File: src/sv/imuoc_pkg.sv
// Shared types and constants for the inertial sensor offset calibrator.
`timescale 1ns / 1ps

package imuoc_pkg;

   localparam int AXES     = 6;
   localparam int SMP_W    = 16;
   localparam int SUM_W    = 32;
   localparam int CNT_W    = 16;
   localparam int GRAV_W   = 15;
   localparam int ID_W     = 8;
   localparam int AXIS_AZ  = 2;

   localparam int SAMPLES_DEFAULT = 256;

   // Averaging sequence: a load step, one multiply step per part of the
   // sum, then a finish step.
   localparam int MUL_STEPS = 2;
   localparam int DIV_LAST  = MUL_STEPS + 1;
   localparam int DCNT_W    = $clog2(DIV_LAST + 1);

   localparam logic [GRAV_W-1:0] GRAVITY_RESET = 15'd16384;
   localparam logic [ID_W-1:0]   ID_EXPECTED   = 8'h68;

   typedef enum logic [1:0] {
      PH_CHECK,
      PH_WAKE,
      PH_CALIB,
      PH_NORMAL
   } phase_type;

   typedef enum logic [1:0] {
      OP_ID_READ,
      OP_WAKE_DONE,
      OP_FRAME,
      OP_BUS_ERROR
   } op_type;

   typedef struct packed {
      logic accumulate;
      logic first;
      logic load;
      logic step;
      logic finish;
   } lane_ctl_type;

   typedef struct packed {
      phase_type                    phase;
      logic                         sample_valid;
      logic                         calibration_done;
      logic [AXES-1:0][SMP_W-1:0]   samples;
   } result_type;

endpackage

File: src/sv/imuoc_lane.sv
// One axis lane: running sum, averaging by reciprocal multiplication, offset and correction.
`timescale 1ns / 1ps

module imuoc_lane import imuoc_pkg::*; #(
   parameter int SAMPLES = SAMPLES_DEFAULT
) (
   input  logic                     clock,
   input  lane_ctl_type             ctl,
   input  logic signed [SMP_W-1:0]  sample_in,
   input  logic [GRAV_W-1:0]        adjust,
   output logic [SMP_W-1:0]         corrected_out
);

   // A magnitude below 2**SUM_W divided by SAMPLES equals
   // (magnitude * RECIP) >> (SUM_W + SHIFT) with this choice of RECIP.
   localparam int PART_W = SUM_W / MUL_STEPS;
   localparam int RCP_W  = SUM_W + 1;
   localparam int PROD_W = PART_W + RCP_W;
   localparam int ACC_W  = 2 * SUM_W;
   localparam int SHIFT  = $clog2(SAMPLES);
   localparam logic [ACC_W-1:0] RECIP_FULL =
      ((ACC_W'(1) << (SUM_W + SHIFT)) / ACC_W'(SAMPLES)) + ACC_W'(1);
   localparam logic [RCP_W-1:0] RECIP = RECIP_FULL[RCP_W-1:0];

   logic [SUM_W-1:0] sum_ff, sum_in;
   logic [SUM_W-1:0] mag_ff, mag_in;
   logic [ACC_W-1:0] acc_ff, acc_in;
   logic             neg_ff, neg_in;
   logic [SMP_W-1:0] offset_ff, offset_in;

   logic [SUM_W-1:0]  base;
   logic [PROD_W-1:0] partial;
   logic [SMP_W-1:0]  quot_mag;
   logic [SMP_W-1:0]  quot;

   always_comb begin
      base     = ctl.first ? '0 : sum_ff;
      partial  = PROD_W'(mag_ff[SUM_W-1:PART_W]) * PROD_W'(RECIP);
      // The offset wraps at 16 bits, so only the low quotient bits matter.
      quot_mag = acc_ff[SUM_W + SHIFT +: SMP_W];
      quot     = neg_ff ? (SMP_W'(0) - quot_mag) : quot_mag;

      sum_in    = sum_ff;
      mag_in    = mag_ff;
      acc_in    = acc_ff;
      neg_in    = neg_ff;
      offset_in = offset_ff;

      if (ctl.accumulate) begin
         sum_in = base + {{(SUM_W-SMP_W){sample_in[SMP_W-1]}}, sample_in};
      end
      // Divide the magnitude; the sign is put back at the end so the
      // quotient truncates toward zero. Each step multiplies the upper part
      // of the magnitude and shifts the next part up behind it.
      if (ctl.load) begin
         neg_in = sum_ff[SUM_W-1];
         mag_in = sum_ff[SUM_W-1] ? (SUM_W'(0) - sum_ff) : sum_ff;
         acc_in = '0;
      end else if (ctl.step) begin
         acc_in = {acc_ff[ACC_W-PART_W-1:0], {PART_W{1'b0}}} + ACC_W'(partial);
         mag_in = {mag_ff[PART_W-1:0], {PART_W{1'b0}}};
      end
      if (ctl.finish) begin
         offset_in = quot - {{(SMP_W-GRAV_W){1'b0}}, adjust};
      end
   end

   always_ff @(posedge clock) begin
      sum_ff    <= sum_in;
      mag_ff    <= mag_in;
      acc_ff    <= acc_in;
      neg_ff    <= neg_in;
      offset_ff <= offset_in;
   end

   assign corrected_out = sample_in - offset_ff;

endmodule

File: src/sv/imu_offset_calibrator.sv
// Top level of the inertial sensor offset calibrator: phase control, lanes, result buffer.
`timescale 1ns / 1ps

// Usage: each input item carries an operation code (identity byte read, wake
// write done, sample frame, bus error), an identity byte and six raw signed
// samples. Every accepted item yields exactly one result item with the phase
// after the item, a sample-valid flag, a calibration-done flag and six
// corrected samples (zero unless the item was a frame in the normal phase).
// An item is accepted when req_valid is high and req_stall is low; a result
// is taken when rsp_valid is high and rsp_stall is low.
// The block takes one item per cycle while req_stall is low; an output
// register plus a one-entry skid register let it keep accepting while a
// result waits, and req_stall rises when the skid register is full. After
// the frame that completes calibration, the six lanes divide their sums by
// SAMPLES by multiplying with a fixed reciprocal, one 16-bit part of the
// sum per cycle, so req_stall stays high through the load, the two multiply
// steps and the finish. The csr port writes the gravity reference at any
// edge with csr_wr_en high. Synchronous reset returns the phase to identity
// check, clears the frame count, empties both result registers and restores
// the gravity reference to 16384.
module imu_offset_calibrator import imuoc_pkg::*; #(
   parameter int SAMPLES = SAMPLES_DEFAULT
) (
   input  logic                     clock,
   input  logic                     reset,

   input  logic                     req_valid,
   output logic                     req_stall,
   input  logic [1:0]               req_operation,
   input  logic [ID_W-1:0]          req_id_byte,
   input  logic signed [SMP_W-1:0]  req_accel_x_in,
   input  logic signed [SMP_W-1:0]  req_accel_y_in,
   input  logic signed [SMP_W-1:0]  req_accel_z_in,
   input  logic signed [SMP_W-1:0]  req_gyro_x_in,
   input  logic signed [SMP_W-1:0]  req_gyro_y_in,
   input  logic signed [SMP_W-1:0]  req_gyro_z_in,

   output logic                     rsp_valid,
   input  logic                     rsp_stall,
   output logic [1:0]               rsp_phase_now,
   output logic                     rsp_sample_valid,
   output logic                     rsp_calibration_done,
   output logic signed [SMP_W-1:0]  rsp_accel_x_out,
   output logic signed [SMP_W-1:0]  rsp_accel_y_out,
   output logic signed [SMP_W-1:0]  rsp_accel_z_out,
   output logic signed [SMP_W-1:0]  rsp_gyro_x_out,
   output logic signed [SMP_W-1:0]  rsp_gyro_y_out,
   output logic signed [SMP_W-1:0]  rsp_gyro_z_out,

   input  logic                     csr_wr_en,
   input  logic [GRAV_W-1:0]        csr_wr_data
);

   // Control state.
   phase_type           phase_ff, phase_in;
   logic [CNT_W-1:0]    frame_count_ff, frame_count_in;
   logic                busy_ff, busy_in;
   logic [DCNT_W-1:0]   dcnt_ff, dcnt_in;
   logic [GRAV_W-1:0]   grav_ff, grav_in;
   logic                out_valid_ff, out_valid_in;
   logic                skid_valid_ff, skid_valid_in;

   // Payload registers.
   logic [GRAV_W-1:0]   grav_snap_ff, grav_snap_in;
   result_type          out_ff, out_in;
   result_type          skid_ff, skid_in;

   logic                        req_accept;
   logic                        rsp_take;
   op_type                      op;
   logic [CNT_W:0]              count_next;
   logic                        accumulate;
   logic                        first_frame;
   logic                        final_frame;
   logic                        emit;
   lane_ctl_type                lane_ctl;
   logic [AXES-1:0][SMP_W-1:0]  raw;
   logic [AXES-1:0][SMP_W-1:0]  corrected;
   result_type                  res;

   assign req_stall  = busy_ff | skid_valid_ff;
   assign req_accept = req_valid & ~req_stall;
   assign rsp_take   = out_valid_ff & ~rsp_stall;

   assign raw[0] = req_accel_x_in;
   assign raw[1] = req_accel_y_in;
   assign raw[2] = req_accel_z_in;
   assign raw[3] = req_gyro_x_in;
   assign raw[4] = req_gyro_y_in;
   assign raw[5] = req_gyro_z_in;

   // Phase sequencing and frame counting. A frame is final when the count
   // after it reaches SAMPLES; the averaging then runs in the lanes.
   always_comb begin
      op             = op_type'(req_operation);
      count_next     = {1'b0, frame_count_ff} + (CNT_W + 1)'(1);
      phase_in       = phase_ff;
      frame_count_in = frame_count_ff;
      accumulate     = 1'b0;
      first_frame    = 1'b0;
      final_frame    = 1'b0;
      emit           = 1'b0;

      if (req_accept) begin
         case (op)
            OP_ID_READ: begin
               if (phase_ff == PH_CHECK && req_id_byte == ID_EXPECTED) begin
                  phase_in = PH_WAKE;
               end
            end
            OP_WAKE_DONE: begin
               if (phase_ff == PH_WAKE) begin
                  phase_in = PH_CALIB;
               end
            end
            OP_FRAME: begin
               if (phase_ff == PH_CALIB) begin
                  accumulate  = 1'b1;
                  first_frame = (frame_count_ff == '0);
                  if (count_next >= (CNT_W + 1)'(SAMPLES)) begin
                     final_frame    = 1'b1;
                     frame_count_in = '0;
                     phase_in       = PH_NORMAL;
                  end else begin
                     frame_count_in = count_next[CNT_W-1:0];
                  end
               end else if (phase_ff == PH_NORMAL) begin
                  emit = 1'b1;
               end
            end
            OP_BUS_ERROR: begin
               // A bus error leaves the phase and the frame count unchanged.
            end
            default: begin
            end
         endcase
      end
   end

   // Divider sequencer shared by all six lanes.
   always_comb begin
      busy_in      = busy_ff;
      dcnt_in      = dcnt_ff;
      grav_snap_in = grav_snap_ff;
      grav_in      = csr_wr_en ? csr_wr_data : grav_ff;

      if (final_frame) begin
         busy_in      = 1'b1;
         dcnt_in      = '0;
         grav_snap_in = grav_ff;
      end else if (busy_ff) begin
         if (dcnt_ff == DCNT_W'(DIV_LAST)) begin
            busy_in = 1'b0;
         end else begin
            dcnt_in = dcnt_ff + DCNT_W'(1);
         end
      end

      lane_ctl.accumulate = accumulate;
      lane_ctl.first      = first_frame;
      lane_ctl.load       = busy_ff && (dcnt_ff == '0);
      lane_ctl.step       = busy_ff && (dcnt_ff != '0) && (dcnt_ff != DCNT_W'(DIV_LAST));
      lane_ctl.finish     = busy_ff && (dcnt_ff == DCNT_W'(DIV_LAST));
   end

   for (genvar a = 0; a < AXES; a++) begin : g_lane
      imuoc_lane #(
         .SAMPLES (SAMPLES)
      ) u_lane (
         .clock         (clock),
         .ctl           (lane_ctl),
         .sample_in     (raw[a]),
         .adjust        ((a == AXIS_AZ) ? grav_snap_ff : GRAV_W'(0)),
         .corrected_out (corrected[a])
      );
   end

   // Merge the lanes into one result item.
   always_comb begin
      res.phase            = phase_in;
      res.sample_valid     = emit;
      res.calibration_done = (phase_in == PH_NORMAL);
      for (int a = 0; a < AXES; a++) begin
         res.samples[a] = emit ? corrected[a] : '0;
      end
   end

   // Output register with a one-entry skid register behind it.
   always_comb begin
      out_in        = out_ff;
      out_valid_in  = out_valid_ff;
      skid_in       = skid_ff;
      skid_valid_in = skid_valid_ff;

      if (rsp_take) begin
         if (skid_valid_ff) begin
            out_in        = skid_ff;
            skid_valid_in = 1'b0;
         end else begin
            out_valid_in = 1'b0;
         end
      end
      if (req_accept) begin
         if (!out_valid_ff || rsp_take) begin
            out_in       = res;
            out_valid_in = 1'b1;
         end else begin
            skid_in       = res;
            skid_valid_in = 1'b1;
         end
      end
   end

   always_ff @(posedge clock) begin
      if (reset) begin
         phase_ff       <= PH_CHECK;
         frame_count_ff <= '0;
         busy_ff        <= 1'b0;
         dcnt_ff        <= '0;
         grav_ff        <= GRAVITY_RESET;
         out_valid_ff   <= 1'b0;
         skid_valid_ff  <= 1'b0;
      end else begin
         phase_ff       <= phase_in;
         frame_count_ff <= frame_count_in;
         busy_ff        <= busy_in;
         dcnt_ff        <= dcnt_in;
         grav_ff        <= grav_in;
         out_valid_ff   <= out_valid_in;
         skid_valid_ff  <= skid_valid_in;
      end
   end

   always_ff @(posedge clock) begin
      grav_snap_ff <= grav_snap_in;
      out_ff       <= out_in;
      skid_ff      <= skid_in;
   end

   assign rsp_valid            = out_valid_ff;
   assign rsp_phase_now        = out_ff.phase;
   assign rsp_sample_valid     = out_ff.sample_valid;
   assign rsp_calibration_done = out_ff.calibration_done;
   assign rsp_accel_x_out      = out_ff.samples[0];
   assign rsp_accel_y_out      = out_ff.samples[1];
   assign rsp_accel_z_out      = out_ff.samples[2];
   assign rsp_gyro_x_out       = out_ff.samples[3];
   assign rsp_gyro_y_out       = out_ff.samples[4];
   assign rsp_gyro_z_out       = out_ff.samples[5];

   // The divider only runs once the phase has moved to normal.
   a_busy_in_normal : assert property (@(posedge clock) disable iff (reset)
      busy_ff |-> (phase_ff == PH_NORMAL))
      else $error("divider running outside the normal phase");

   // The frame that completes calibration starts the divider at its load step.
   a_final_starts_div : assert property (@(posedge clock) disable iff (reset)
      final_frame |=> (busy_ff && dcnt_ff == '0))
      else $error("divider did not start after the last calibration frame");

   // The divider finishes after its last step.
   a_div_ends : assert property (@(posedge clock) disable iff (reset)
      (busy_ff && dcnt_ff == DCNT_W'(DIV_LAST)) |=> !busy_ff)
      else $error("divider did not finish");

   // The skid register only fills while the output register is occupied.
   a_skid_behind_out : assert property (@(posedge clock) disable iff (reset)
      skid_valid_ff |-> out_valid_ff)
      else $error("skid register holds an item ahead of the output register");

   // Corrected samples are only reported once calibration is done.
   a_valid_needs_done : assert property (@(posedge clock) disable iff (reset)
      (out_valid_ff && out_ff.sample_valid) |-> out_ff.calibration_done)
      else $error("corrected samples reported before calibration");

endmodule
File: config.mk
export PLATFORM = sky130hd
export DESIGN_NAME = imu_offset_calibrator
export DESIGN_NICKNAME = d
export VERILOG_FILES = /design/src/sv/imuoc_pkg.sv /design/src/sv/imuoc_lane.sv /design/src/sv/imu_offset_calibrator.sv
export SDC_FILE = /design/constraint.sdc
export NUM_CORES = 2
export LEC_CHECK = 0
export CORE_AREA = 2 2 326 328
export DETAILED_ROUTE_END_ITERATION = 10
export DIE_AREA = 0 0 328 330
export DONT_BUFFER_PORTS = 1
export PLACE_DENSITY = 0.75
export SYNTH_ARGS = -nofsm -noshare
export SYNTH_HDL_FRONTEND = slang
export SYNTH_SLANG_ARGS = --single-unit
File: constraint.sdc
create_clock -name clock -period 27.5 [get_ports clock]
set_input_delay 2.75 -clock clock [delete_from_list [all_inputs] [get_ports clock]]
set_output_delay 2.75 -clock clock [all_outputs]
set_load 0.03 [all_outputs]
==> impl_metrics.yaml <==
synth:
  synth-edff-count: 601
  synth-compound-area-share_pct: 16.7
  post-synth-top-area-cell: "edfxtp_1"
  syn-num-nets: 6923
  syn_inst: 6189
  yosys_warnings: 0
  async_reset_ff_share_pct: 0
  main_combinational_cell_family_by_area_after_synthesis: "compound AO/OA/AOI/OAI gates"
  synth_sequential_area_ratio_pct: 44.1
  synth.top_cells.by_count: "edfxtp_1, ha_1, nand2_1, o21ai_0, dfxtp_1"
  yosys.area.top_type_share_pct: 28.9
  yosysUniqueCellTypes: 73
  number_of_synthesized_register_bits: 1075
  yosys.area_share.xor_xnor_pct: 8.64
  synth.avg_cell_area_um2: 10.1
  yosys.cell_count.top_type: "edfxtp_1"
  ys.flop_type: "edfxtp_1"
  synthesized_area_fraction_occupied_by_adder_cells_pct: 12.5
  mappedNetlistArea_mm2: 0.0624
  synth_top_cells_by_area: "edfxtp_1, dfxtp_1, ha_1, xnor2_1, xor2_1"
  post_synth_mux_area_share_pct: 1.97
  synthSimpleGateAreaFrac_pct: 13.2
power:
  power.share.clock_pct: 43.9
  power_per_cell_area_mw_per_mm2: 53.9
  power_frac_seq_pct: 48.8
  static-leakage-power_nw: 28.2
  net-switching-power_w: 0.000844
  gate_power_share_pct: 7.3
  vdd.ir_drop.worst_v: 0.0000621
  power_switching_share_pct: 23.1
  power.internal_w: 0.00280
clock_network:
  cts_inserted_buffers: 114
  post_cts.resized_instances: 0
  cts_root_buf: "clkbuf_16"
  number_of_sinks_on_the_clock_net: 1075
  cts-root-to-sink-buffers: 3
  tritoncts: "yes"
  postCtsHoldBufs: 0
  cts_setup_buffers: 0
  worst_setup_hold_path_clk_slew_ps: 60
  htreeDepth: 3
  clkLatencyLatePin_ps: 700
critical_path:
  critical_path_required_ps: 27940
  critical_path.startpoint_type: "input pin"
  r2r_cells: 18
  crit_path_max_fanout: 56
  crit_path_end_kind: "register"
  worst-r2r-setup-slack_ps: 20930
  arrival_ps: 8180
  timing.setup.critical_path_class: "in2reg"
drt:
  drt_iter0_markers: 3128
  drtPass1Iterations: 5
  ant_nets: 0
  remaining_drc_errors: 0
  drt-vias-per-instance: 5.96
  vias: 45418
  final_wl_um: 149000
  drt-wirelength-per-cell_um: 19.6
layout:
  postLayoutCellArea_mm2: 0.0676
  drive_above_1_share_pct: 4.56
  layout.nets: 6858
  area_delta_synth_final_pct: 8.34
  final_util_pct: 64.6
sta:
  final.setup_skew_ps: 25.3
  final-setup-viol-count: 0
  worstMarginPinSlew_ps: 1140
  timing.final.crit_period_ps: 7740
  slew_viol_final: 0
  final.period_utilization_pct: 28.1
  setup_total_negative_slack_ps: 0
  timing.max_slew.rel_slack_pct: 24.2
  finalHoldWorstSlack_ps: 433
  rsz_0062_raised_after_global_routing: "no"
  hold_viol: 0
  fmax_achieved_ghz: 0.129
placed_design:
  dp_hpwl_um: 107000
  placed_area_mm2: 0.0637
  port_buffers: 0
  place.gp.congestion: 0.905
job:
  cap_viol_max_count: 0
global_route:
  largest_net_degree_at_the_start_of_global_routing: 207
  grt_antenna_before_repair: 7
  globalRouteOverflowTotal: 0
  track_usage_pct: 27.1
  grt_pass1_wl_um: 234000
  number_of_global_route_vias_before_repair: 43264
floorplan:
  die_area_mm2: 0.108
  start_util_pct: 59.6
  i_o_pins: 228
  die_width_um: 328
  fp.coreArea_mm2: 0.105
  chipHeight_um: 330
  fp-row-count: 119
min_path:
  hold_path_class: "reg2reg"
  min_delay_path_depth: 0
outcome:
  run_status: "finished, final reports clean"
[logic make-up after synthesis]
family          count (synthesis)
xor+xnor                      616
buf+inv                       478
simple gates                 1700
compound gates               1590
flops                        1075
fa+ha+maj                     608
mux                           122
[worst paths after layout]
kind / end / from
worst max-delay path: g_lane[5].u_lane.sum_ff[30] / req_valid
worst min-delay path: grav_snap_ff[14] / grav_ff[14]
worst max register to register: g_lane[5].u_lane.sum_ff[30] / frame_count_ff[11]
worst min register to register: grav_snap_ff[14] / grav_ff[14]
[per-layer routing]
layer	global-route usage (%)	part of all wire (%)
met5	0	0.037
met4	9.99	3.8
met3	5.56	7.1
met2	43.8	45
met1	35.9	44
[layout make-up]
cell class | instances | area (um^2)
Timing Repair Buffer | 29 | 243
Sequential cell | 1075 | 27500
Tap cell | 1391 | 1740
Clock buffer | 153 | 3280
Inverter | 268 | 1010
Clock inverter | 62 | 643
Antenna cell | 1 | 2.50
Multi-Input combinational cell | 4636 | 33200
Fill cell | 8286 | 37100
[per-stage QoR]
stage	total power, W	worst slack (ps)	std cells
after global routing	0.00377	19240	7614
final	0.00365	19760	7615
after CTS	0.00367	19850	7614
after global placement	0.00206	19190	7399
after floorplan	0.00202	8830	6189
after detailed placement	0.00207	19160	7399
[worst max-delay path, stage by stage]
cell       delay (ps)
nand2_1           200
or3_1             870
nor2_4            260
buf_4             460
buf_4             600
nor2b_1           110
ha_1              350
nor2b_1           150
o21a_1            140
o21ai_0           140
a2111oi_0         870
o211ai_1          210
nand3_1           210
o221ai_1          190
a21oi_1           270
mux2i_1           210
nand3_1            80
[power by group through the flow]
stage                     registers [W]  clock network [W]  logic (W)
after global placement          0.00181                  0   0.000253
final                           0.00178            0.00160   0.000265
after global routing            0.00178            0.00168   0.000299
after floorplan                 0.00180                  0   0.000216
after CTS                       0.00178            0.00162   0.000264
after detailed placement        0.00181                  0   0.000261
[sequential cells by signal (all words and copies together) (netlist names), 6 cells and up, named ones only]
name,count
rsp_gyro_y_out,16
rsp_accel_z_out,16
rsp_accel_y_out,16
rsp_accel_x_out,16
g_lane.u_lane.sum_ff,192
rsp_gyro_z_out,16
g_lane.u_lane.offset_ff,96
skid_ff,100
grav_snap_ff,15
g_lane.u_lane.acc_ff,336
rsp_gyro_x_out,16
g_lane.u_lane.neg_ff,6
g_lane.u_lane.mag_ff,192
grav_ff,15
frame_count_ff,16
[cell usage in the layout (no fill, tap or decap), types with 108 or more instances in the layout]
cell type / Yosys / routed
mux2i_1: 115 / 115
xor2_1: 305 / 305
ha_1: 583 / 583
a21oi_1: 314 / 313
xnor2_1: 311 / 311
dfxtp_1: 474 / 474
clkbuf_16: 0 / 123
a22o_1: 236 / 236
edfxtp_1: 601 / 601
o31ai_1: 114 / 114
nor3_1: 109 / 108
inv_1: 268 / 266
nor2_1: 373 / 370
nor2b_1: 220 / 219
o21ai_0: 475 / 475
nand2_1: 537 / 534
Power figures use the tool's default switching activity.
